`src/rtl/fep_queue.sv`:
```
`default_nettype none

module fep_queue #(
   parameter int WIDTH = 37,
   parameter int DEPTH = 2
) (
   input  wire logic             clock,
   input  wire logic             reset,
   input  wire logic             push,
   input  wire logic [WIDTH-1:0] push_data,
   input  wire logic             pop,
   output logic      [WIDTH-1:0] head_data,
   output logic                  full,
   output logic                  empty
);

   localparam int PTR_W = (DEPTH > 1) ? $clog2(DEPTH) : 1;
   localparam int CNT_W = $clog2(DEPTH + 1);

   logic [WIDTH-1:0] entries_ff [0:DEPTH-1];
   logic [PTR_W-1:0] wr_ptr_ff, wr_ptr_in;
   logic [PTR_W-1:0] rd_ptr_ff, rd_ptr_in;
   logic [CNT_W-1:0] count_ff, count_in;

   assign full      = (count_ff == CNT_W'(DEPTH));
   assign empty     = (count_ff == '0);
   assign head_data = entries_ff[rd_ptr_ff];

   always_comb begin
      wr_ptr_in = wr_ptr_ff;
      rd_ptr_in = rd_ptr_ff;
      count_in  = count_ff;
      if (push) begin
         wr_ptr_in = (wr_ptr_ff == PTR_W'(DEPTH - 1)) ? '0 : wr_ptr_ff + PTR_W'(1);
      end
      if (pop) begin
         rd_ptr_in = (rd_ptr_ff == PTR_W'(DEPTH - 1)) ? '0 : rd_ptr_ff + PTR_W'(1);
      end
      if (push && !pop) begin
         count_in = count_ff + CNT_W'(1);
      end else if (pop && !push) begin
         count_in = count_ff - CNT_W'(1);
      end
   end

   always_ff @(posedge clock) begin
      if (reset) begin
         wr_ptr_ff <= '0;
         rd_ptr_ff <= '0;
         count_ff  <= '0;
      end else begin
         wr_ptr_ff <= wr_ptr_in;
         rd_ptr_ff <= rd_ptr_in;
         count_ff  <= count_in;
      end
   end

   always_ff @(posedge clock) begin
      if (push) begin
         entries_ff[wr_ptr_ff] <= push_data;
      end
   end

endmodule

`default_nettype wire

```
`config.mk`:
```
export PLATFORM = sky130hd
export DESIGN_NAME = fep_queue
export DESIGN_NICKNAME = d
export VERILOG_FILES = /design/src/rtl/fep_queue.sv
export SDC_FILE = /design/constraint.sdc
export NUM_CORES = 1
export LEC_CHECK = 0
export BUFFER_PORTS_ARGS = -buffer_cell sky130_fd_sc_hd__buf_2
export CORE_MARGIN = 4
export CORE_UTILIZATION = 40
export DETAILED_ROUTE_END_ITERATION = 6
export RECOVER_POWER = 100
export REMOVE_ABC_BUFFERS = 1
export SETUP_SLACK_MARGIN = 0.3
export SLEW_MARGIN = 20
export SYNTH_ARGS = -nofsm -noshare
export SYNTH_HDL_FRONTEND = slang
export SYNTH_SLANG_ARGS = --single-unit
```
`constraint.sdc`:
```
create_clock -name clock -period 4.3 [get_ports clock]
set_clock_uncertainty 0.2 [all_clocks]
set_input_delay 0.43 -clock clock [delete_from_list [all_inputs] [get_ports clock]]
set_output_delay 0.43 -clock clock [all_outputs]
set_load 0.01 [all_outputs]
```
==> results of run 1 <==
==> cell type report <==
| class | instances | area (um^2) |
|---|---|---|
| tap | 96 | 120 |
| clock inverter | 7 | 63.8 |
| timing repair buffer | 80 | 325 |
| fill | 643 | 3430 |
| clock buffer | 9 | 124 |
| sequential | 79 | 2320 |
| multi-input combinational | 53 | 520 |
| inverter | 1 | 3.75 |
==> registers in the layout (all words and copies together) (netlist names), named ones only <==
signal      count
count_ff        2
entries_ff     74
wr_ptr_ff       1
rd_ptr_ff       1
==> per-stage QoR <==
| step | total power [W] | hold WS, ns | utilization | setup WS (ns) |
|---|---|---|---|---|
| global route | 0.00167 | 0.0559 | 0.504 | 0.972 |
| CTS | 0.00164 | 0.0482 | 0.519 | 1.75 |
| finish | 0.00160 | 0.0699 | 0.504 | 1.27 |
| floorplan | 0.00103 | 0.261 | - | 1.57 |
| global placement | 0.00111 | 0.293 | 0.488 | 2.14 |
| detailed placement | 0.00112 | 0.301 | 0.492 | 2.14 |
==> placed cells by master (no fill, tap or decap) <==
| cell | instances |
|---|---|
| a21oi_1 | 1 |
| and2_0 | 1 |
| and2b_2 | 1 |
| buf_2 | 20 |
| bufinv_16 | 1 |
| clkbuf_1 | 60 |
| clkbuf_8 | 9 |
| clkinv_1 | 2 |
| clkinv_2 | 2 |
| clkinv_4 | 1 |
| clkinvlp_4 | 1 |
| dfxtp_1 | 5 |
| edfxtp_1 | 74 |
| ha_1 | 1 |
| inv_1 | 1 |
| mux2_2 | 37 |
| nor2_1 | 5 |
| nor2b_1 | 1 |
| o21ai_0 | 1 |
| or3_1 | 1 |
| xnor2_1 | 2 |
| xor2_1 | 2 |
==> kinds of logic after synthesis <==
logic type / share of synthesized area
AND/OR/NAND/NOR: 0.0161
flip-flops: 0.805
adder cells (fa/ha/maj): 0.00434
buffers and inverters: 0.0147
XOR/XNOR: 0.0121
AO/OA/AOI/OAI: 0.00347
multiplexers: 0.144
==> path summary, 6_finish.rpt <==
| kind | start | end | depth (start not counted) |
|---|---|---|---|
| min | push_data[27] | entries_ff[1][27] | 1 |
| max | wr_ptr_ff | entries_ff[0][2] | 2 |
| max reg2reg | wr_ptr_ff | entries_ff[0][2] | 2 |
| min reg2reg | count_ff[1] | count_ff[1] | 2 |
==> worst register-to-register path, stage by stage, from the launching register on <==
cell and delay, ns:
dfxtp_1 0.33, nor2b_1 1.09, clkbuf_1 1.02
==> power breakdown <==
part	switching [W]	internal, W
Sequential	0.0000255	0.000896
Clock	0.000255	0.000263
Combinational	0.0000849	0.0000741
==> metal layers <==
metal / GRT usage / vias to the layer above / share of wire
li1: - / 707 / -
met1: 0.138 / 728 / 0.42
met4: 0.0659 / 0 / 0.015
met2: 0.200 / 52 / 0.51
met3: 0.0301 / 7 / 0.061
met5: 0 / - / 0
==> results.cfg, run 1 <==
[clock_network]
clk_transition_reported_paths_ns = 0.08
cts_hold_buf = 0
cts_htree_levels = 3
insertion_delay_ns = 0.34
cts_tree = done
cts_inserted_buffers = 9
postCtsSetupRepairBufs = 0
cts_resized = 0
cts_buffer_depth = 2
cts.sinks = 79
root_buffer = clkbuf_8

[floorplan]
die_area_mm2 = 0.00864
die_y_um = 92.9
core_mm2 = 0.00691
die_w_um = 92.9
num_rows = 30
initial_core_util = 0.418
io_pins = 80

[worst_setup_path]
start_kind = flop
worstPathArrival_ns = 2.78
critPathMaxFanout = 22
cp-end-kind = flop
crit_type = flop to flop
path_buf_inv = 1
crit_slowest_cell = nor2b_1
critical_path.max_stage_delay_ns = 1.09
cpLargestDelayFamily = simple AND/OR/NAND/NOR gates
worst_ep_required_time_ns = 4.05
rrSetupSlack_ns = 1.27
crit_chain = nor2b_1, clkbuf_1

[sta]
finalHoldViolations = 0
fin_crit_ns = 3.03
setup_viol = 0
rsz0062_at_grt = no
tightest_slew_ns = 2.52
maxSlewViolCount = 76
tns_ns = 0
fmax_mhz = 330
slew-limit-headroom = -0.678
min_period_over_period = 0.704

[synthesis]
synth_edf_count = 74
synth.area.top_cells = edfxtp_1 77%, mux2_2 14%, dfxtp_1 3.5%
synthCells = 137
netlist.area_leader.share = 0.770
ys_top_cells_by_count = 74 x edfxtp_1, 37 x mux2_2, 5 x dfxtp_1, 5 x nor2_1, 3 x buf_6
avgSynthCellArea_um2 = 21.1
yosysSeqAreaShare = 0.805
ys_ff_latch = 79
synth_cell_types = 16
synth_most_common_cell = edfxtp_1
yosysTopAreaCell = edfxtp_1
syn-cell-area_mm2 = 0.00289
synth_ff_type = edfxtp_1
synth_warnings = 0
async_reset_ff_frac = 0

[detailed_routing]
wl_per_cell_um = 15.5
vias_per_cell = 4.60
finalWirelength_mm = 5.02
vias = 1494
route.detailed.drc = 0
drt_iter0_drc = 66
drt-pass1-iter-count = 4
ant_nets = 0

[run_status]
violations = capacitance limit, slew limit
status = finished with violations

[layout]
fin_cells = 325
layout.nets = 266
design_area_mm2 = 0.00348
drive_gt1_frac = 0.314
syn_to_final_growth_pct = 20.6
antennaDiodeCount = 0

[global_route]
grt_pass1_vias = 1582
track_usage = 0.119
antenna_found_initial = 0
grt_pass1_wl_mm = 7.71
grt_max_degree = 38
grt-ovfl-total = 0

[pwr]
ir_drop_uv = 206
p_leak_nw = 1.17
pwr_density_cell_mw_per_mm2 = 460

[placement]
dp_cells = 309
place_hpwl_mm = 3.19
placed_area_mm2 = 0.00340
finalWeightedCongestion = 0.653
port_buffers = 79

[run]
drv_cap = 2

[hold_path]
hp-class = primary input to flop
Power figures use the tool's default switching activity.
==> run 2: changes to the inputs <==
==> constraint.sdc (replaced) <==
create_clock -name clock -period 3 [get_ports clock]
set_clock_uncertainty 0.2 [all_clocks]
set_input_delay 0.3 -clock clock [delete_from_list [all_inputs] [get_ports clock]]
set_output_delay 0.3 -clock clock [all_outputs]
set_load 0.01 [all_outputs]
==> run 2 against run 1 <==
Effect of this change:
- the flow now finishes without violations
- sequential power rose by 42%
- non-clock buffer count rose by 40
- critical path depth rose by 1
- clock-buffer cell count did not move
- first-iteration DRC count fell by 26%
- die area did not move
- largest cell class unchanged
- largest power group unchanged
- highest routed layer unchanged
==> results.cfg, run 2 (same netlist as run 1, synthesis figures left out) <==
[run_status]
status = complete, no violations

[pwr]
ir_drop_uv = 327
power_frac_comb = 0.123
p_int_w = 0.00180
power_frac_seq = 0.565
p_clk_frac = 0.312
p_sw_frac = 0.221
p_sw_w = 0.000513
pwr_density_cell_mw_per_mm2 = 594
p_leak_nw = 1.35

[hold_path]
hp-class = primary input to flop

[clock_network]
cts.sinks = 79
cts_buffer_depth = 2
insertion_delay_ns = 0.33
cts_resized = 0
root_buffer = clkbuf_8
cts_tree = done
clk_transition_reported_paths_ns = 0.08
cts_htree_levels = 3
cts_inserted_buffers = 9

[placement]
finalWeightedCongestion = 0.663
place_hpwl_mm = 3.13
port_buffers = 79
placed_area_mm2 = 0.00341

[layout]
largest_register_ffs = 74
reg_top3 = entries_ff x74, count_ff x2
final_common_cell = edfxtp_1
antennaDiodeCount = 0
design_area_mm2 = 0.00389
syn_to_final_growth_pct = 35.0
drive_gt1_frac = 0.275
layout.nets = 306
regMostFlops = entries_ff
fillers = 649
mostFrequentLayoutCells = 74 x edfxtp_1, 60 x clkbuf_1, 38 x dlygate4sd3_1, 35 x mux2_2, 18 x buf_2

[detailed_routing]
ant_nets = 0
vias = 1613
drt_iter0_drc = 49
vias_per_cell = 4.42
drt-pass1-iter-count = 4
route.detailed.drc = 0
finalWirelength_mm = 5.01
wl_per_cell_um = 13.7

[floorplan]
die_w_um = 92.9
num_rows = 30
core_mm2 = 0.00691
die_y_um = 92.9
io_pins = 80
initial_core_util = 0.418
die_area_mm2 = 0.00864

[sta]
fmax_mhz = 418
tns_ns = 0
setup_viol = 0
maxSlewViolCount = 0
finalHoldViolations = 0
rsz0062_at_grt = no
holdWs_ns = 0.0491
slew-limit-headroom = 0.283
fin_crit_ns = 2.39
tightest_slew_ns = 1.07
min_period_over_period = 0.797

[global_route]
antenna_found_initial = 0
grt-ovfl-total = 0
grt_max_degree = 38
grt_pass1_vias = 1728
track_usage = 0.124
grt_pass1_wl_mm = 8.09

[worst_setup_path]
critPathMaxFanout = 23
cp-end-kind = primary output
crit_type = flop to primary output
crit_slowest_cell = dfxtp_1
start_kind = flop
worst_ep_required_time_ns = 2.50
critical_path.max_stage_delay_ns = 0.79
worstPathArrival_ns = 1.89
crit_chain = buf_12, mux2_2, clkbuf_1

[run]
drv_cap = 0
-- run 2: power by group through the flow --
| stage | sequential (W) | clock [W] | combinational (W) |
|---|---|---|---|
| 6_report | 0.00131 | 0.000722 | 0.000284 |
| 5_1_grt | 0.00132 | 0.000804 | 0.000313 |
| 4_1_cts | 0.00131 | 0.000751 | 0.000308 |
| 3_5_place_dp | 0.00133 | 0 | 0.000267 |
| 3_3_place_gp | 0.00133 | 0 | 0.000266 |
| 2_1_floorplan | 0.00133 | 0 | 0.000140 |
-- run 2: final cells by class --
class	count	area, um^2	share of cell area
well taps	96	120	0.0308
flip-flops and latches	79	2320	0.596
clock buffers	9	124	0.0318
clock inverters	7	63.8	0.0164
repair buffers	120	733	0.188
multi-input cells	53	528	0.136
inverters	1	3.75	0.000964
-- run 2: repair_timing --
| action | CTS | global route |
|---|---|---|
| buffers inserted | 0 | 0 |
| endpoints found under the hold margin | 79 | 0 |
| hold buffers | 38 | 0 |
-- run 2: routing by layer --
layer / vias up / wire, um / GRT usage
met5: - / 0 / 0
met4: 0 / 61 / 0.0440
met3: 5 / 346 / 0.0447
met2: 50 / 2560 / 0.209
met1: 777 / 2050 / 0.146
li1: 781 / - / -
-- run 2: critical path, delay by kind of cell, from the launching register on --
kind	cells	cell delay (ns)
muxes	1	0.36
buffers and inverters	2	0.40
DFF	1	0.79
-- run 2: final timing paths --
kind / cells past startpoint / start / slack [ns] / end
max: 3 / flop / 0.61 / head_data[31]
min: 3 / pop / 0.05 / rd_ptr_ff
max reg2reg: 2 / wr_ptr_ff / 0.74 / entries_ff[1][4]
min reg2reg: 2 / count_ff[1] / 0.31 / count_ff[1]
-- run 2: per-stage QoR --
step	worst slack, ns	instances	power, W	util
after floorplan	0.377	133	0.00147	-
after global placement	1.17	311	0.00160	0.493
after detailed placement	1.17	311	0.00160	0.493
after CTS	0.797	365	0.00237	0.576
after global routing	0.444	365	0.00243	0.564
final	0.609	365	0.00232	0.564
