`config.mk`:
```
export PLATFORM = sky130hd
export DESIGN_NAME = fep_back
export DESIGN_NICKNAME = d
export VERILOG_FILES = /design/src/rtl/fep_pkg.sv /design/src/rtl/fep_back.sv
export SDC_FILE = /design/constraint.sdc
export NUM_CORES = 1
export LEC_CHECK = 0
export BUFFER_PORTS_ARGS = -buffer_cell sky130_fd_sc_hd__buf_2
export CAP_MARGIN = 0
export CORE_UTILIZATION = 45
export CTS_CLUSTER_DIAMETER = 200
export DETAILED_ROUTE_END_ITERATION = 8
export HOLD_SLACK_MARGIN = 0.15
export PLACE_DENSITY_LB_ADDON = 0.08
export SLEW_MARGIN = 15
export SYNTH_ARGS = -nofsm -noshare
export SYNTH_HDL_FRONTEND = slang
export SYNTH_SLANG_ARGS = --single-unit
```
`constraint.sdc`:
```
create_clock -name clock -period 3.4 [get_ports clock]
set_clock_uncertainty 0.15 [all_clocks]
set_input_delay 0.68 -clock clock [delete_from_list [all_inputs] [get_ports clock]]
set_output_delay 0.68 -clock clock [all_outputs]
set_load 0.02 [all_outputs]
```
`src/rtl/fep_pkg.sv`:
```
`default_nettype none

package fep_pkg;

   localparam int INTENSITY_W = 6;
   localparam int COLOR_W     = 24;

   localparam logic [INTENSITY_W-1:0] PALETTE_LAST = 6'd36;

   localparam logic [COLOR_W-1:0] PALETTE [0:36] = '{
      24'h070707, 24'h1F0707, 24'h2F0F07, 24'h470F07, 24'h571707, 24'h671F07,
      24'h771F07, 24'h8F2707, 24'h9F2F07, 24'hAF3F07, 24'hBF4707, 24'hC74707,
      24'hDF4F07, 24'hDF5707, 24'hDF5707, 24'hD75F07, 24'hD75F07, 24'hD7670F,
      24'hCF6F0F, 24'hCF770F, 24'hCF7F0F, 24'hCF8717, 24'hC78717, 24'hC78F17,
      24'hC7971F, 24'hBF9F1F, 24'hBF9F1F, 24'hBFA727, 24'hBFA727, 24'hBFAF2F,
      24'hB7AF2F, 24'hB7B72F, 24'hB7B737, 24'hCFCF6F, 24'hDFDF9F, 24'hEFEFC7,
      24'hFFFFFF
   };

   localparam logic [1:0] RND_ALIAS_ZERO = 2'd3;

   typedef enum logic {
      FEP_OP_PROPAGATE = 1'b0,
      FEP_OP_READ      = 1'b1
   } fep_op_type;

   typedef enum logic [1:0] {
      FEP_ST_CLEAR = 2'd0,
      FEP_ST_IDLE  = 2'd1,
      FEP_ST_READ  = 2'd2,
      FEP_ST_EXEC  = 2'd3
   } fep_state_type;

   typedef struct packed {
      logic       command;
      logic [1:0] rnd;
      logic [8:0] read_x;
      logic [7:0] read_y;
   } fep_req_type;

   typedef struct packed {
      logic [INTENSITY_W-1:0] intensity;
      logic [COLOR_W-1:0]     color;
      logic                   wrote;
      logic                   frame_done;
   } fep_rsp_type;

   // decoded command as it travels through the queue
   typedef struct packed {
      fep_op_type op;
      logic       in_range;
      logic       wr_en;
      logic       decay;
      logic       frame_done;
   } fep_ctl_type;

   function automatic logic [COLOR_W-1:0] palette_color(input logic [INTENSITY_W-1:0] level);
      logic [INTENSITY_W-1:0] idx;
      idx = (level > PALETTE_LAST) ? PALETTE_LAST : level;
      return PALETTE[idx];
   endfunction

endpackage

`default_nettype wire

```
`src/rtl/fep_back.sv`:
```
`default_nettype none

module fep_back #(
   parameter int FRAME_WIDTH  = 320,
   parameter int FRAME_HEIGHT = 200,
   parameter int LEVELS       = 37,
   parameter int ADDR_W       = 16
) (
   input  wire logic                                clock,
   input  wire logic                                reset,
   output logic                                     clear_done,
   input  wire logic                                q_empty,
   output logic                                     pop,
   input  wire fep_pkg::fep_ctl_type                head_ctl,
   input  wire logic [ADDR_W-1:0]                   head_rd_addr,
   input  wire logic [ADDR_W-1:0]                   head_wr_addr,
   output logic                                     ram_wr_en,
   output logic [ADDR_W-1:0]                        ram_wr_addr,
   output logic [fep_pkg::INTENSITY_W-1:0]          ram_wr_data,
   output logic                                     ram_rd_en,
   output logic [ADDR_W-1:0]                        ram_rd_addr,
   input  wire logic [fep_pkg::INTENSITY_W-1:0]     ram_rd_data,
   output logic                                     rsp_valid,
   input  wire logic                                rsp_ready,
   output fep_pkg::fep_rsp_type                     rsp_data
);

   import fep_pkg::*;

   localparam logic [ADDR_W-1:0] LAST_ADDR   = ADDR_W'(FRAME_WIDTH * FRAME_HEIGHT - 1);
   localparam logic [ADDR_W-1:0] BOTTOM_BASE = ADDR_W'((FRAME_HEIGHT - 1) * FRAME_WIDTH);
   localparam logic [INTENSITY_W-1:0] TOP_LEVEL = INTENSITY_W'(LEVELS - 1);

   fep_state_type state_ff, state_in;
   logic [ADDR_W-1:0] clr_addr_ff, clr_addr_in;

   fep_ctl_type       cur_ctl_ff, cur_ctl_in;
   logic [ADDR_W-1:0] cur_rd_addr_ff, cur_rd_addr_in;
   logic [ADDR_W-1:0] cur_wr_addr_ff, cur_wr_addr_in;

   logic        rsp_valid_ff, rsp_valid_in;
   fep_rsp_type rsp_data_ff, rsp_data_in;

   logic                   out_free;
   logic [INTENSITY_W-1:0] level;
   fep_rsp_type            result;

   assign clear_done  = (state_ff != FEP_ST_CLEAR);
   assign out_free    = !rsp_valid_ff || rsp_ready;
   assign rsp_valid   = rsp_valid_ff;
   assign rsp_data    = rsp_data_ff;
   assign ram_rd_en   = (state_ff == FEP_ST_READ);
   assign ram_rd_addr = cur_rd_addr_ff;

   // decayed value, floored at zero
   always_comb begin
      level = (ram_rd_data > INTENSITY_W'(cur_ctl_ff.decay))
            ? ram_rd_data - INTENSITY_W'(cur_ctl_ff.decay) : '0;
      result = '0;
      if (cur_ctl_ff.op == FEP_OP_READ) begin
         if (cur_ctl_ff.in_range) begin
            result.intensity = ram_rd_data;
            result.color     = palette_color(ram_rd_data);
         end
      end else begin
         result.intensity  = cur_ctl_ff.wr_en ? level : '0;
         result.wrote      = cur_ctl_ff.wr_en;
         result.frame_done = cur_ctl_ff.frame_done;
      end
   end

   always_comb begin
      state_in       = state_ff;
      clr_addr_in    = clr_addr_ff;
      cur_ctl_in     = cur_ctl_ff;
      cur_rd_addr_in = cur_rd_addr_ff;
      cur_wr_addr_in = cur_wr_addr_ff;
      rsp_valid_in   = rsp_valid_ff && !rsp_ready;
      rsp_data_in    = rsp_data_ff;
      pop            = 1'b0;
      ram_wr_en      = 1'b0;
      ram_wr_addr    = cur_wr_addr_ff;
      ram_wr_data    = level;

      case (state_ff)
         FEP_ST_CLEAR: begin
            ram_wr_en   = 1'b1;
            ram_wr_addr = clr_addr_ff;
            ram_wr_data = (clr_addr_ff >= BOTTOM_BASE) ? TOP_LEVEL : '0;
            clr_addr_in = clr_addr_ff + ADDR_W'(1);
            if (clr_addr_ff == LAST_ADDR) begin
               state_in = FEP_ST_IDLE;
            end
         end
         FEP_ST_IDLE: begin
            if (!q_empty) begin
               pop            = 1'b1;
               cur_ctl_in     = head_ctl;
               cur_rd_addr_in = head_rd_addr;
               cur_wr_addr_in = head_wr_addr;
               state_in       = FEP_ST_READ;
            end
         end
         FEP_ST_READ: begin
            state_in = FEP_ST_EXEC;
         end
         FEP_ST_EXEC: begin
            // write back and retire together, once the result slot is free
            if (out_free) begin
               ram_wr_en    = (cur_ctl_ff.op == FEP_OP_PROPAGATE) && cur_ctl_ff.wr_en;
               rsp_valid_in = 1'b1;
               rsp_data_in  = result;
               state_in     = FEP_ST_IDLE;
            end
         end
         default: begin
            state_in = FEP_ST_IDLE;
         end
      endcase
   end

   always_ff @(posedge clock) begin
      if (reset) begin
         state_ff     <= FEP_ST_CLEAR;
         clr_addr_ff  <= '0;
         rsp_valid_ff <= 1'b0;
      end else begin
         state_ff     <= state_in;
         clr_addr_ff  <= clr_addr_in;
         rsp_valid_ff <= rsp_valid_in;
      end
   end

   always_ff @(posedge clock) begin
      cur_ctl_ff     <= cur_ctl_in;
      cur_rd_addr_ff <= cur_rd_addr_in;
      cur_wr_addr_ff <= cur_wr_addr_in;
      rsp_data_ff    <= rsp_data_in;
   end

`ifndef ASSERT_OFF
   a_no_pop_in_clear: assert property (@(posedge clock) disable iff (reset)
      !(pop && (state_ff == FEP_ST_CLEAR)))
      else $error("queue popped during clear pass");

   a_exec_after_read: assert property (@(posedge clock) disable iff (reset)
      (state_ff == FEP_ST_EXEC) |-> ($past(state_ff) == FEP_ST_READ ||
                                     $past(state_ff) == FEP_ST_EXEC))
      else $error("execute entered without a store read");

   a_rsp_from_exec: assert property (@(posedge clock) disable iff (reset)
      (rsp_valid_in && !rsp_valid_ff) |-> (state_ff == FEP_ST_EXEC))
      else $error("result raised outside execute");

   a_clear_wraps_once: assert property (@(posedge clock) disable iff (reset)
      ((state_ff == FEP_ST_CLEAR) && (clr_addr_ff == LAST_ADDR)) |=>
         (state_ff == FEP_ST_IDLE))
      else $error("clear pass did not finish at last entry");
`endif

endmodule

`default_nettype wire

```
==> key figures <==
Run status
  • Status: finished clean

Die
  • Placement Rows: 34
  • Die H: about 100 µm
  • Die area: about 9500 µm²
  • Top Ports: between 100 and 150
  • Core area: between 8000 and 9000 µm²
  • Die W: about 97 µm
  • Initial Util: a little under half

Clocking
  • Post-CTS Setup Bufs: 0
  • CTS tree: done
  • Register clock-pin slew on the reported worst setup and hold paths: ~0.080 ns
  • # resized after CTS: 0
  • Clk Latency, worst-skew pair: 0.35 ns
  • CTS Root Cell: clkbuf_8
  • CTS H-tree lvls: 3
  • Clock Path Buffers: 2
  • Clock Sinks: 80
  • Hold-fix buffers, CTS: 0
  • CTS Buf Count: 9

Timing
  • Slew HR: 58.1%
  • Worst Tran Pin Value: ~0.63 ns
  • RSZ-0062 raised after global routing: false
  • Final min period: 3.14 ns
  • Final max-slew violation count: 0
  • Tightest hold margin: 0.353 ns
  • Fmax: approximately 0.32 GHz
  • Finish-stage setup viols: 0
  • Final hold violation count: 0
  • Total negative slack: 0 ns
  • Final worst-path cycle share: 92.3%

Worst setup path
  • Critical path type: primary input to primary output
  • Worst Path Buf+Inv: 3
  • Highest-delay cell along the critical path: ha_1
  • Crit path DAT: ~2.3 ns
  • Max FO, Critical Path: 6
  • CP top delay family: compound AO/OA/AOI/OAI gates
  • Worst path cell trace: buf_2 > inv_1 > ha_1 > ha_1 > o21a_1 > nor3_1 > a21oi_1 > o21ai_0 > buf_2
  • CP Launch Type: primary input
  • Worst setup EP type: primary output
  • WP data required: 2.57 ns
  • Largest stage delay, worst path: 0.26 ns

Place
  • GPL Wtd Cong: just over 0.9
  • Detailed Place HPWL: about 6.4 mm
  • PortBufs: ~120

Yosys
  • Post-synth EDFFs: 61
  • Post-synth cell types: 51
  • Post-synthesis cell area: approximately 4000 µm²
  • Syn Area/Cell: 10.9 µm²
  • Post-synth top flop: edfxtp_1
  • #FFs+latches synth: 80
  • Synth area leaders: edfxtp_1 (45%), dfxtp_1 (9.3%), ha_1 (4.9%)
  • Cell with the most instances after synthesis: edfxtp_1
  • Synth cell count leaders: edfxtp_1 (61), nor2_1 (39), nand2_1 (26)
  • Sequential fraction of the synthesis area: a little over half
  • Post-synth top area cell: edfxtp_1
  • Synth Warn #: 0
  • Asr flop ratio synth: 0%
  • Cells after Synth: between 300 and 400
  • Syn nets: 439
  • Synth top area share: between 40% and 50%

Routing
  • Drt pass-1 iters: 4
  • ANT nets after route: 0
  • Routed WL per cell: ~15 µm
  • DRC: 0
  • Routed Wire Length: roughly 9 mm
  • Routed vias: 3,129
  • DR iter-0 viols: between 150 and 200
  • Routed vias/inst: 5.18

Layout
  • Layout cells sized above 1: 34.1%
  • Fin util: a little under three fifths
  • Final nets: 554
  • Synthesis-to-layout area growth: 22.1%
  • Antenna cells: 0

GRT
  • Largest net degree at the start of global routing: 38
  • Initial antenna violation count: 1
  • Global route total overflow: 0
  • First-pass GRT wire length: 14.6 mm
  • Vias in the first global route: ~3,100
  • Total track usage: about a fifth

Run
  • MaxCap Viol Count: 0

Power and ir drop
  • Lkg Pwr: 0.00207 µW
  • Total power draw: about 2000 µW
  • Peak VDD IR: 282 µV
  • Pwr dens: around 400 nW/µm²

Hold path
  • Hold Path Class: primary input to flip-flop
-- worst reg2reg max path, stage by stage (launching register included) --
cell and delay [ns]:
dfxtp_1 0.36, inv_1 0.09, ha_1 0.17, buf_4 0.31
nand4_1 0.25, nor4_1 0.55, nand3_1 0.16, xor2_1 0.16
nor2_1 0.05
-- power by group --
group / switching, µW / internal (µW)
Sequential: 4.86 / 1050
Clock: 362 / 419
Combinational: 97.4 / 73.4
-- worst paths after layout --
check | start | end | slack, ns | cells past startpoint
max | ram_rd_data[0] | ram_wr_data[5] | 0.26 | 9
min | head_rd_addr[11] | ram_rd_addr[11] | 0.35 | 1
max reg2reg | state_ff[1] | clr_addr_ff[12] | 1.04 | 8
min reg2reg | cur_ctl_ff[0] | rsp_data[0] | 0.38 | 1
-- cells by family (layout without fill, tap and decap cells) --
| logic type | Yosys count | after routing | share of synthesized area (%) |
|---|---|---|---|
| fa+ha+maj | 16 | 16 | 4.90 |
| mux | 20 | 20 | 5.69 |
| flops | 80 | 80 | 54.1 |
| buf+inv | 49 | 169 | 5.57 |
| xor+xnor | 21 | 21 | 4.50 |
| compound gates | 72 | 72 | 11.2 |
| simple gates | 118 | 118 | 14.0 |
-- layer usage --
metal	wire (µm)	GRT usage, %	vias to the layer above
li1	-	-	1561
met1	3870	25.5	1404
met2	4130	30.5	138
met3	565	4.32	24
met4	278	10.1	2
met5	12	0	-
-- final cells by class --
class / count / area [µm²]
clock inverters: 6 / 92.6
well taps: 108 / 135
inverters: 22 / 85.1
flip-flops and latches: 80 / 2210
repair buffers: 131 / 681
fillers: 778 / 3770
clock buffers: 10 / 128
multi-input cells: 247 / 1660
-- flip-flops by register name, indices dropped and copies added, names as in the netlist --
| register | count |
|---|---|
| cur_ctl_ff | 5 |
| ram_rd_addr | 16 |
| cur_wr_addr_ff | 16 |
| rsp_valid | 1 |
| rsp_data | 24 |
| clr_addr_ff | 16 |
| state_ff | 2 |
-- cell usage in the layout, fill, tap and decap left out, types with 10 or more instances in the layout --
| master | count |
|---|---|
| dfxtp_1 | 19 |
| a21oi_1 | 21 |
| nand2_1 | 26 |
| o21ai_0 | 17 |
| buf_2 | 121 |
| inv_1 | 21 |
| ha_1 | 16 |
| buf_4 | 10 |
| nor2b_1 | 10 |
| nor2_1 | 39 |
| edfxtp_1 | 61 |
| xnor2_1 | 13 |
| mux2_2 | 16 |
-- through the flow --
step / worst slack [ns] / cell area (µm²) / cells
global placement: 0.336 / 4770 / 588
CTS: 0.256 / 4990 / 604
floorplan: 0.171 / 4090 / 376
global route: 0.0566 / 4990 / 604
finish: 0.261 / 4990 / 604
detailed placement: 0.271 / 4770 / 588
(Power assumes the default switching activity.)
