## src/rtl/fep_pkg.sv

```systemverilog
`default_nettype none

package fep_pkg;

   localparam int INTENSITY_W = 6;
   localparam int COLOR_W     = 24;

   localparam logic [INTENSITY_W-1:0] PALETTE_LAST = 6'd36;

   localparam logic [COLOR_W-1:0] PALETTE [0:36] = '{
      24'h070707, 24'h1F0707, 24'h2F0F07, 24'h470F07, 24'h571707, 24'h671F07,
      24'h771F07, 24'h8F2707, 24'h9F2F07, 24'hAF3F07, 24'hBF4707, 24'hC74707,
      24'hDF4F07, 24'hDF5707, 24'hDF5707, 24'hD75F07, 24'hD75F07, 24'hD7670F,
      24'hCF6F0F, 24'hCF770F, 24'hCF7F0F, 24'hCF8717, 24'hC78717, 24'hC78F17,
      24'hC7971F, 24'hBF9F1F, 24'hBF9F1F, 24'hBFA727, 24'hBFA727, 24'hBFAF2F,
      24'hB7AF2F, 24'hB7B72F, 24'hB7B737, 24'hCFCF6F, 24'hDFDF9F, 24'hEFEFC7,
      24'hFFFFFF
   };

   localparam logic [1:0] RND_ALIAS_ZERO = 2'd3;

   typedef enum logic {
      FEP_OP_PROPAGATE = 1'b0,
      FEP_OP_READ      = 1'b1
   } fep_op_type;

   typedef enum logic [1:0] {
      FEP_ST_CLEAR = 2'd0,
      FEP_ST_IDLE  = 2'd1,
      FEP_ST_READ  = 2'd2,
      FEP_ST_EXEC  = 2'd3
   } fep_state_type;

   typedef struct packed {
      logic       command;
      logic [1:0] rnd;
      logic [8:0] read_x;
      logic [7:0] read_y;
   } fep_req_type;

   typedef struct packed {
      logic [INTENSITY_W-1:0] intensity;
      logic [COLOR_W-1:0]     color;
      logic                   wrote;
      logic                   frame_done;
   } fep_rsp_type;

   // decoded command as it travels through the queue
   typedef struct packed {
      fep_op_type op;
      logic       in_range;
      logic       wr_en;
      logic       decay;
      logic       frame_done;
   } fep_ctl_type;

   function automatic logic [COLOR_W-1:0] palette_color(input logic [INTENSITY_W-1:0] level);
      logic [INTENSITY_W-1:0] idx;
      idx = (level > PALETTE_LAST) ? PALETTE_LAST : level;
      return PALETTE[idx];
   endfunction

endpackage

`default_nettype wire

```

## src/rtl/fep_front.sv

```systemverilog
`default_nettype none

module fep_front #(
   parameter int FRAME_WIDTH  = 320,
   parameter int FRAME_HEIGHT = 200,
   parameter int ADDR_W       = 16
) (
   input  wire logic                 clock,
   input  wire logic                 reset,
   input  wire logic                 req_valid,
   output logic                      req_ready,
   input  wire fep_pkg::fep_req_type req_data,
   input  wire logic                 clear_done,
   input  wire logic                 q_full,
   output logic                      push,
   output fep_pkg::fep_ctl_type      ctl,
   output logic [ADDR_W-1:0]         rd_addr,
   output logic [ADDR_W-1:0]         wr_addr
);

   import fep_pkg::*;

   localparam int COL_W = $clog2(FRAME_WIDTH);
   localparam int ROW_W = $clog2(FRAME_HEIGHT);

   logic [COL_W-1:0]  scan_col_ff, scan_col_in;
   logic [ROW_W-1:0]  scan_row_ff, scan_row_in;
   logic [ADDR_W-1:0] scan_addr_ff, scan_addr_in;

   logic [1:0]       r;
   logic [COL_W+1:0] tx_plus;
   logic [COL_W+1:0] r_ext;
   logic             edge_ok;
   logic             row_last;
   logic             col_last;
   logic             is_read;

   assign req_ready = clear_done && !q_full;
   assign push      = req_valid && req_ready;
   assign is_read   = (req_data.command == FEP_OP_READ);

   always_comb begin
      r        = (req_data.rnd == RND_ALIAS_ZERO) ? 2'd0 : req_data.rnd;
      r_ext    = (COL_W+2)'(r);
      tx_plus  = (COL_W+2)'(scan_col_ff) + (COL_W+2)'(1);
      edge_ok  = (tx_plus >= r_ext) && ((tx_plus - r_ext) < (COL_W+2)'(FRAME_WIDTH));
      row_last = ((ROW_W+1)'(scan_row_ff) + (ROW_W+1)'(1)) >= (ROW_W+1)'(FRAME_HEIGHT);
      col_last = ((COL_W+1)'(scan_col_ff) + (COL_W+1)'(1)) >= (COL_W+1)'(FRAME_WIDTH);

      ctl.op         = is_read ? FEP_OP_READ : FEP_OP_PROPAGATE;
      ctl.in_range   = (int'(req_data.read_x) < FRAME_WIDTH) &&
                       (int'(req_data.read_y) < FRAME_HEIGHT);
      ctl.wr_en      = !is_read && edge_ok;
      ctl.decay      = r[0];
      ctl.frame_done = !is_read && row_last && col_last;

      // read: row times width plus column; propagate: the scan pixel itself
      if (is_read) begin
         rd_addr = ADDR_W'(req_data.read_y) * ADDR_W'(FRAME_WIDTH) + ADDR_W'(req_data.read_x);
      end else begin
         rd_addr = scan_addr_ff;
      end
      // one row up, shifted by 1 - r
      wr_addr = scan_addr_ff - ADDR_W'(FRAME_WIDTH) + ADDR_W'(1) - ADDR_W'(r);

      scan_col_in  = scan_col_ff;
      scan_row_in  = scan_row_ff;
      scan_addr_in = scan_addr_ff;
      if (push && !is_read) begin
         if (row_last) begin
            scan_row_in = ROW_W'(1);
            if (col_last) begin
               scan_col_in  = '0;
               scan_addr_in = ADDR_W'(FRAME_WIDTH);
            end else begin
               scan_col_in  = scan_col_ff + COL_W'(1);
               scan_addr_in = ADDR_W'(FRAME_WIDTH) + ADDR_W'(scan_col_ff) + ADDR_W'(1);
            end
         end else begin
            scan_row_in  = scan_row_ff + ROW_W'(1);
            scan_addr_in = scan_addr_ff + ADDR_W'(FRAME_WIDTH);
         end
      end
   end

   always_ff @(posedge clock) begin
      if (reset) begin
         scan_col_ff  <= '0;
         scan_row_ff  <= ROW_W'(1);
         scan_addr_ff <= ADDR_W'(FRAME_WIDTH);
      end else begin
         scan_col_ff  <= scan_col_in;
         scan_row_ff  <= scan_row_in;
         scan_addr_ff <= scan_addr_in;
      end
   end

endmodule

`default_nettype wire

```

## config.mk

```make
export PLATFORM = sky130hd
export DESIGN_NAME = fep_front
export DESIGN_NICKNAME = d
export VERILOG_FILES = /design/src/rtl/fep_pkg.sv /design/src/rtl/fep_front.sv
export SDC_FILE = /design/constraint.sdc
export NUM_CORES = 1
export LEC_CHECK = 0
export BUFFER_PORTS_ARGS = -buffer_cell sky130_fd_sc_hd__buf_2
export CORE_UTILIZATION = 63
export CTS_BUF_LIST = sky130_fd_sc_hd__clkbuf_4 sky130_fd_sc_hd__clkbuf_8
export DETAILED_ROUTE_END_ITERATION = 7
export PLACE_DENSITY = 0.94
export SYNTH_ARGS = -nofsm -noshare
export SYNTH_HDL_FRONTEND = slang
export SYNTH_SLANG_ARGS = --single-unit
```

## constraint.sdc

```tcl
create_clock -name clock -period 6 [get_ports clock]
set_clock_uncertainty 0.2 [all_clocks]
set_input_delay 1.2 -clock clock [delete_from_list [all_inputs] [get_ports clock]]
set_output_delay 1.2 -clock clock [all_outputs]
set_load 0.02 [all_outputs]
```

==> impl_results.md, run 1 <==
* Die height at roughly 75 um
* RSZ-0062 raised after global routing: false
* CP Class: input pin to primary output
* GRT Util Overall at between 20 and 30%
* Worst setup EP type: primary output
* DR vias/cell at about 6
* P_int at between 0.4 and 0.5 mW
* Post-CTS Setup Repair Bufs at 0
* Minimum clock period at between 5 and 6 ns
* Sw Pwr at 0.202 mW
* CP Cell Sequence: buf_2, nand2b_1, or2_2, nand2_1, ha_1, inv_1, fa_1, nor2b_1, o21ai_0, a21boi_1, o21ai_1, or3b_1, xnor2_1, buf_2
* Final slew viol count at 0
* Design area at 3750 um2
* Final Net Count at 552
* Worst Min Path Start: scan_col_ff[1]
* ANT nets after route at 0
* Initial core utilization at 65.8%
* Maximum VDD drop at 0.184 mV
* Share of cells above drive strength 1 at 17.4%
* FF-to-FF Start: scan_row_ff[0]
* Clk slew on worst S/H paths at 0.07 ns
* Total Neg Setup Slack at 0 ns
* Top FF cell, synth: dfxtp_1
* Buffers on Ports at 63
* Startpoint types: input pin
* Avg Inst Size Synth at roughly 7.5 um2
* Num CTS Buffers at 5
* Dpl cell area at 3630 um2
* CP peak stage delay at 0.39 ns
* Synth cell count leaders: 42 x nand2_1, 35 x nor2_1, 33 x dfxtp_1
* Post-synth EDFFs at 0
* Async SR Flop Fraction at 0%
* CTS max path bufs at 2
* Post-CTS Hold Buffers at 0
* Delay-heaviest family, CP: simple AND/OR/NAND/NOR gates
* #FFs+latches synth at 33
* Initial antenna violation count at 0
* Vias in the first global route at 2980
* Yosys cell types at 62
* Sink Count at 33
* Sequential power share at a little over a third
* R2R Path End: scan_col_ff[5]
* Pin count of the biggest net entering global routing at 35
* Hold Vio Cnt, Final at 0
* Area grow syn2layout at 11.7%
* Leak at 1.63 nW
* FF-to-FF path depth at 7
* Logic pwr share at 29.5%
* Synth Warn # at 0
* CP Buf/Inv Count at 3
* Drt first pass iters at 5
* CTS tree: yes
* Setup slack on the worst flop-to-flop path at 2.82 ns
* Die Wd at ~75 um
* CTS H-tree lvls at 2
* Largest area contributor in the netlist: dfxtp_1
* WL final at 8.24 mm
* Core area at 5110 um2
* CTS resizes at 0
* Mapped Cells at 451
* Area contributors post-synth: dfxtp_1 20%, ha_1 12%, xnor2_1 5.5%, nand2_1 4.7%, o21ai_0 4.3%
* Post-synthesis sequential area ratio at 19.7%
* DRC viols at 0
* Critical path peak fanout at 4
* Hold Crit Class: register to register
* Worst hold path endpoint: scan_col_ff[1]
* Synthesized area at 3360 um2
* Initial drt markers at 184
* Power Dens Cells at 170 nW/um2
* Post-synth top area share at 19.7%
* Fmax at 198 MHz
* Detail Placement HPWL at between 6 and 7 mm
* Die area at between 5000 and 6000 um2
* Clock latency on the worst-skew pair at just under 0.3 ns
* Worst path slowest cell: fa_1
* Most used cell, CP: buf_2
* Max-Slew Margin vs Limit at 37.7%
* Total number of vias at 3426
* Global-route wire length before repair at 12.6 mm
* Placer's final routability congestion estimate at 0.894
* Top-count cell post-synth: nand2_1
* Io pins at 64
* Hold depth at 2
* Wirelength per Cell at 14.6 um
* Grt ovf at 0
* Outcome: finished, final reports clean
* Sw frac at between 30% and 40%
* WP data arrival at 3.66 ns
* Final Cycle Share at 84.3%
* Net count after synthesis at between 500 and 600
* CTS Root Cell: clkbuf_8
* Final-report setup violation count at 0
* Num rows at 26
* CP Data Required Time at 4.60 ns
* MaxCap Viol Count at 0
* Clock power share at 35.5%
* Ant. Diodes at 0
* Slew @ Worst Pin at 0.932 ns
[worst reg2reg max path, stage by stage (launching register included)]
cell	delay, ns
dfxtp_1	0.46
ha_1	0.34
nand3_1	0.16
or3_1	0.36
o21a_1	0.16
nor3_4	0.79
nand2_2	0.23
o32ai_1	0.36
[stage by stage]
step                power, mW  util [%]  setup WS, ns  hold WS (ns)  std cells
finish                  0.639      73.5         0.945         0.294        564
CTS                     0.638      73.5         0.939         0.291        564
floorplan               0.363         -         0.983         0.255        451
global placement        0.408      71.1          1.02         0.275        556
global route            0.667      73.5         0.715         0.341        564
detailed placement      0.415      71.1         0.946         0.280        556
[sequential cells by signal, summed over array words and instances (netlist names)]
name,count
scan_col_ff,9
scan_row_ff,8
scan_addr_ff,16
[cells in the final DEF, fill, tap and decap left out, drive strengths merged, types with 9 or more instances in the layout]
master,synthesis,layout
a21oi,28,28
buf,9,63
dfxtp,33,33
ha,31,31
inv,25,25
nand2,44,44
nand3,14,14
nand4,9,9
nor2,35,35
nor2b,10,10
nor3,20,20
o21ai,32,32
xnor2,21,21
xor2,16,16
[power by group through the flow]
stage                     sequential (mW)  clock, mW  combinational, mW
final                               0.224      0.227              0.189
after global routing                0.224      0.237              0.206
after CTS                           0.223      0.226              0.188
after detailed placement            0.228          0              0.187
after global placement              0.228          0              0.180
after floorplan                     0.227          0              0.136
[routing by layer]
metal	GRT usage (%)	up-vias	wire length (um)
met4	9.85	0	120
met3	4.15	14	407
met2	52.0	116	4110
met5	0	-	0
met1	34.0	1602	3600
li1	-	1694	-
[worst max path at each step]
stage	start	end	slack, ns	cells past startpoint
detailed placement	req_data[17]	wr_addr[15]	0.95	14
CTS	req_data[17]	wr_addr[15]	0.94	14
global placement	req_data[17]	wr_addr[15]	1.02	14
floorplan	req_data[17]	wr_addr[15]	0.98	12
finish	req_data[17]	wr_addr[15]	0.94	14
global route	req_data[17]	wr_addr[15]	0.72	14
[final cells by class]
cell class,instances,area [um2]
fill,376,1350
timing repair buffer,63,315
sequential,33,661
inverter,25,93.8
multi-input combinational,365,2480
tap,70,87.6
clock buffer,7,90.1
clock inverter,1,30.0
[logic make-up (layout without fill, tap and decap cells)]
kind of cell               count (synthesis)  count (layout)  synth area share (%)
buffers and inverters                     53              96                  6.66
muxes                                      5               5                  1.60
adders and majority gates                 34              34                  13.3
AOI/OAI and AO/OA                        110             110                  21.1
DFF                                       33              33                  19.7
and+or+nand+nor                          179             179                  28.0
xor gates and xnor gates                  37              37                  9.64
No activity file was read; power rests on OpenSTA's default activity.
==> inputs of run 2 (changes only) <==
--- a/config.mk
+++ b/config.mk
@@ -6,10 +6,10 @@
 export NUM_CORES = 1
 export LEC_CHECK = 0
 export BUFFER_PORTS_ARGS = -buffer_cell sky130_fd_sc_hd__buf_2
-export CORE_UTILIZATION = 63
+export CORE_UTILIZATION = 58
 export CTS_BUF_LIST = sky130_fd_sc_hd__clkbuf_4 sky130_fd_sc_hd__clkbuf_8
 export DETAILED_ROUTE_END_ITERATION = 7
-export PLACE_DENSITY = 0.94
+export PLACE_DENSITY = 0.88
 export SYNTH_ARGS = -nofsm -noshare
 export SYNTH_HDL_FRONTEND = slang
 export SYNTH_SLANG_ARGS = --single-unit
==> constraint.sdc (replaced) <==
create_clock -name clock -period 5 [get_ports clock]
set_clock_uncertainty 0.2 [all_clocks]
set_input_delay 1 -clock clock [delete_from_list [all_inputs] [get_ports clock]]
set_output_delay 1 -clock clock [all_outputs]
set_load 0.02 [all_outputs]
==> run 2 against run 1 <==
  * Routed wire length fell by 2.2%
  * Total power rose by 13%
  * Final cell count rose by 0.53%
  * Sequential share of layout area barely moved
  * Sequential cell count did not move
  * Worst setup slack got worse by 0.65 ns
  * First-iteration DRC count fell by 6.5%
  * Hold slack improved by 0.0043 ns
  * Design area fell by 0.23%
  * Critical path type unchanged
  * Largest cell class unchanged
  * Highest routed layer unchanged
==> impl_results.md, run 2 (synthesized netlist as in run 1, its figures left out) <==
* Outcome: finished, final reports clean
* Crit path to: rd_addr[15]
* Final-report setup violation count at 0
* Max-Slew Margin vs Limit at 38.5%
* Sw frac at 33.5%
* Initial antenna violation count at 0
* CTS tree: yes
* CTS Root Cell: clkbuf_8
* Hold Vio Cnt, Final at 0
* Buffers on Ports at 63
* Clock power share at between 30 and 40%
* Sequential power share at 37.1%
* Fmax at 212 MHz
* Initial drt markers at 172
* Register area at 661 um2
* Clk slew on worst S/H paths at 0.08 ns
* Sw Pwr at about 0.24 mW
* Total Neg Setup Slack at 0 ns
* Vias in the first global route at 3105
* Power Dens Cells at 193 nW/um2
* Leading registers by flop count: scan_addr_ff x16, scan_col_ff x9, scan_row_ff x8
* Final slew viol count at 0
* FF-to-FF path depth at 7
* Pin count of the biggest net entering global routing at 35
* Maximum VDD drop at 0.177 mV
* Slew @ Worst Pin at 0.920 ns
* Die area at 6100 um2
* Total number of vias at 3340
* Num CTS Buffers at 5
* CTS resizes at 0
* Largest Register: scan_addr_ff
* Grt ovf at 0
* Critical path peak fanout at 3
* CP Class: input pin to primary output
* GRT Util Overall at a little over a quarter
* Number of cells after detailed placement at 559
* Num rows at 27
* Io pins at 64
* Post-CTS Hold Buffers at 0
* Clock latency on the worst-skew pair at around 0.3 ns
* CTS max path bufs at 2
* Most frequent cells in the layout: 63 x buf_2, 42 x nand2_1, 35 x nor2_1
* Initial core utilization at approximately 61%
* Leak at 1.63 nW
* CP Data Required Time at 3.80 ns
* Wirelength per Cell at 14.2 um
* R2R Path End: scan_col_ff[5]
* Setup slack on the worst flop-to-flop path at 1.99 ns
* Commonest non-fill, non-tap cell in the layout: buf_2
* DR vias/cell at around 5.9
* Hold Crit Class: register to register
* Minimum clock period at roughly 4.7 ns
* ANT nets after route at 0
* Post-CTS Setup Repair Bufs at 0
* P_int at approximately 0.48 mW
* Placer's final routability congestion estimate at between 0.8 and 0.9
* Global-route wire length before repair at 13.5 mm
* Die height at 78.1 um
* MaxCap Viol Count at 0
* Startpoint types: input pin
* Detail Placement HPWL at 6.06 mm
* Logic pwr share at 31.6%
* DRC viols at 0
* Number of flip-flops in the largest register at 16
* RSZ-0062 raised after global routing: false
* Final Cycle Share at ~94%
* Final Net Count at 553
* WP data arrival at 3.51 ns
* Ant. Diodes at 0
* Layout filler cell count at 467
* Worst setup EP type: primary output
* Sink Count at 33
* Area grow syn2layout at 11.4%
* Post-Layout Cell Count at 567
* Core area at 5540 um2
* Area of the multi-input gates at 2480 um2
* Drt first pass iters at 5
* Worst Setup SP: req_data[1]
* FF-to-FF Start: scan_row_ff[0]
* WL final at ~8.1 mm
* Share of cells above drive strength 1 at 17.6%
* Die Wd at 78.1 um
* CTS H-tree lvls at 2
run 2: worst min path at each step:
stage	startpoint	end	cells past startpoint	slack, ns
4_1_cts	scan_col_ff[1]	scan_col_ff[1]	2	0.30
3_3_place_gp	scan_col_ff[1]	scan_col_ff[1]	2	0.28
3_5_place_dp	scan_col_ff[1]	scan_col_ff[1]	2	0.28
5_1_grt	scan_col_ff[1]	scan_col_ff[1]	2	0.32
6_report	scan_col_ff[1]	scan_col_ff[1]	2	0.30
2_1_floorplan	scan_addr_ff[1]	scan_addr_ff[1]	2	0.26
run 2: cell type report:
class                           instances  area share [%]
Clock inverter                          1           0.134
Sequential cell                        33            17.6
Tap cell                               72            2.41
Multi-Input combinational cell        365            66.1
Clock buffer                            7            2.57
Inverter                               25            2.51
Timing Repair Buffer                   64            8.62
run 2: power groups by stage:
stage	logic [mW]	clock network, mW	registers [mW]
2_1_floorplan	0.164	0	0.272
3_3_place_gp	0.217	0	0.274
3_5_place_dp	0.226	0	0.274
4_1_cts	0.227	0.230	0.268
5_1_grt	0.249	0.241	0.269
6_report	0.229	0.227	0.268
run 2: critical path, cell delays in order:
cell and delay [ns]:
buf_2 0.12, ha_1 0.28, ha_1 0.16, inv_1 0.06, fa_1 0.41, xnor2_1 0.27
nor2b_1 0.22, nor3b_1 0.36, nand4_1 0.17, xnor2_1 0.16, a21oi_1 0.14, buf_2 0.17
run 2: metrics by stage:
stage	utilization, %	cell area [um2]	hold WS, ns	setup slack, ns	power, mW
after floorplan	-	3360	0.255	0.383	0.436
after global placement	65.8	3640	0.275	0.418	0.491
after CTS	67.6	3740	0.298	0.315	0.725
after global routing	67.6	3740	0.318	0.0649	0.759
final	67.6	3740	0.298	0.290	0.724
after detailed placement	65.8	3640	0.279	0.314	0.500
run 2: metal layers:
layer / global-route usage, % / share of wire, % / vias up
li1: - / - / 1690
met1: 33.5 / 45 / 1552
met2: 48.4 / 49 / 89
met3: 3.72 / 4.2 / 9
met4: 10.0 / 1.4 / 0
met5: 0 / 0 / -
==> inputs of run 3 (changes only) <==
--- a/config.mk
+++ b/config.mk
@@ -6,10 +6,11 @@
 export NUM_CORES = 1
 export LEC_CHECK = 0
 export BUFFER_PORTS_ARGS = -buffer_cell sky130_fd_sc_hd__buf_2
-export CORE_UTILIZATION = 58
+export CORE_MARGIN = 5
+export CORE_UTILIZATION = 30
 export CTS_BUF_LIST = sky130_fd_sc_hd__clkbuf_4 sky130_fd_sc_hd__clkbuf_8
 export DETAILED_ROUTE_END_ITERATION = 7
-export PLACE_DENSITY = 0.88
+export PLACE_DENSITY = 0.53
 export SYNTH_ARGS = -nofsm -noshare
 export SYNTH_HDL_FRONTEND = slang
 export SYNTH_SLANG_ARGS = --single-unit
==> run 3 against run 2 <==
  * Core utilization shrank 32 points
  * Critical path depth grew 2
  * Hold slack lost 0.0071 ns
  * Combinational power shrank 2%
  * Count of clock-buffer cells in the layout is the same
  * Global-route usage shrank 14 points
  * Sequential cell count is the same
  * First-iteration DRC count grew 10%
  * Sequential power is essentially flat
  * Total power shrank 3.0%
  * Die area grew 120%
  * Critical path type unchanged
==> impl_results.md, run 3 (synthesized netlist as in run 1, its figures left out) <==
* Outcome: finished, final reports clean
* Sw Pwr at 0.231 mW
* Register area at 661 um2
* Slew @ Worst Pin at 0.618 ns
* Detail Placement HPWL at 6.68 mm
* Final-report setup violation count at 0
* Worst setup EP type: primary output
* Layout filler cell count at 1167
* Gr busiest metal: met2
* Core area at 10900 um2
* Power Dens Cells at 183 nW/um2
* Die Wd at 116 um
* FF-to-FF path depth at 7
* Commonest non-fill, non-tap cell in the layout: buf_2
* ANT nets after route at 0
* Num CTS Buffers at 5
* Final Cycle Share at 93.1%
* Grt ovf at 0
* Global-route wire length before repair at 14.4 mm
* M1 GR Usage at 17.2%
* Hold Crit Class: register to register
* Number of flip-flops in the largest register at 16
* Buffers on Ports at between 60 and 70
* Vias in the first global route at 3136
* DR vias/cell at 5.14
* MaxCap Viol Count at 0
* CTS max path bufs at 2
* Largest Register: scan_addr_ff
* CP Data Required Time at roughly 3.8 ns
* Die height at 116 um
* Logic pwr share at 32.1%
* Total number of vias at 3267
* Area grow syn2layout at 13.8%
* Initial core utilization at between 30% and 40%
* Max-Slew Margin vs Limit at 58.6%
* Share of cells above drive strength 1 at 17.6%
* Fmax at roughly 210 MHz
* Sink Count at 33
* WL final at between 8 and 9 mm
* Clock power share at ~30%
* GRT Util Overall at 13.0%
* CP Class: input pin to primary output
* P_int at between 0.4 and 0.5 mW
* Sequential power share at 38.2%
* Drt first pass iters at 5
* Startpoint types: input pin
* Final Net Count at 554
* CTS tree: yes
* Dpl cell area at 3740 um2
* Io pins at 64
* Ant. Diodes at 0
* Setup slack on the worst flop-to-flop path at 2.16 ns
* CTS resizes at 0
* Num rows at 38
* Design area at 3830 um2
* Final slew viol count at 0
* Initial drt markers at 190
* FF-to-FF Start: scan_row_ff[0]
* Post-CTS Hold Buffers at 0
* Maximum VDD drop at a little over 0.09 mV
* Met2 Use GR at between 20% and 30%
* CTS H-tree lvls at 2
* Critical path peak fanout at 3
* CTS Root Cell: clkbuf_8
* Wirelength per Cell at ~14 um
* Minimum clock period at 4.66 ns
* WP data arrival at 3.46 ns
* RSZ-0062 raised after global routing: false
* Sw frac at roughly 33%
* Die area at 13400 um2
* Clock latency on the worst-skew pair at 0.28 ns
* Clk slew on worst S/H paths at 0.06 ns
* R2R Path End: scan_col_ff[5]
* Crit path to: wr_addr[15]
* Hold Vio Cnt, Final at 0
* M3 GR Usage at 1.98%
* DRC viols at 0
* Placer's final routability congestion estimate at 0.850
* Pin count of the biggest net entering global routing at 35
* Total Neg Setup Slack at 0 ns
* Most frequent cells in the layout: 63 x buf_2, 42 x nand2_1, 35 x nor2_1
* Post-CTS Setup Repair Bufs at 0
* Initial antenna violation count at 0
* Leading registers by flop count: scan_addr_ff x16, scan_col_ff x9, scan_row_ff x8
* Worst Setup SP: req_data[18]
* Leak at between 1.5 and 2 nW
* Area of the multi-input gates at 2480 um2
[run 3: how the worst min path moves through the flow]
stage / slack [ns] / to / startpoint / cells after the start
5_1_grt: 0.33 / scan_col_ff[1] / scan_col_ff[1] / 2
3_5_place_dp: 0.29 / scan_col_ff[1] / scan_col_ff[1] / 2
4_1_cts: 0.30 / scan_col_ff[1] / scan_col_ff[1] / 2
6_report: 0.29 / scan_col_ff[1] / scan_col_ff[1] / 2
3_3_place_gp: 0.28 / scan_col_ff[1] / scan_col_ff[1] / 2
2_1_floorplan: 0.26 / scan_addr_ff[1] / scan_addr_ff[1] / 2
[run 3: per-layer routing]
metal | up-vias | routed length, um
li1 | 1701 | -
met1 | 1503 | 4050
met2 | 58 | 4100
met3 | 5 | 410
met4 | 0 | 74
met5 | - | 0
[run 3: final cells by class]
cell class                      count  share of cell area [%]
Multi-Input combinational cell    365                    64.7
Inverter                           25                    2.45
Clock buffer                        7                    2.35
Timing Repair Buffer               65                    8.63
Tap cell                          140                    4.58
Sequential cell                    33                    17.3
[run 3: power groups by stage]
stage	Clock, mW	Sequential [mW]	Combinational [mW]
after floorplan	0	0.272	0.164
after global placement	0	0.274	0.225
after detailed placement	0	0.274	0.228
after CTS	0.219	0.268	0.229
after global routing	0.229	0.269	0.251
final	0.208	0.268	0.225
[run 3: critical path: stages]
cell	delay (ns)
buf_2	0.11
nor2b_1	0.19
inv_1	0.07
ha_1	0.18
ha_1	0.19
inv_1	0.07
fa_1	0.20
nor2b_1	0.05
o21ai_0	0.20
a21boi_1	0.14
o21ai_1	0.34
or3b_1	0.40
xnor2_1	0.13
buf_2	0.18
[run 3: metrics by stage]
stage / power [mW] / setup WS [ns] / hold WS, ns / cells / utilization, %
3_3_place_gp: 0.499 / 0.347 / 0.275 / 628 / 34.3
6_report: 0.702 / 0.344 / 0.291 / 635 / 35.1
2_1_floorplan: 0.436 / 0.383 / 0.255 / 451 / -
3_5_place_dp: 0.502 / 0.319 / 0.285 / 628 / 34.3
4_1_cts: 0.716 / 0.310 / 0.295 / 635 / 35.1
5_1_grt: 0.749 / 0.113 / 0.326 / 635 / 35.1
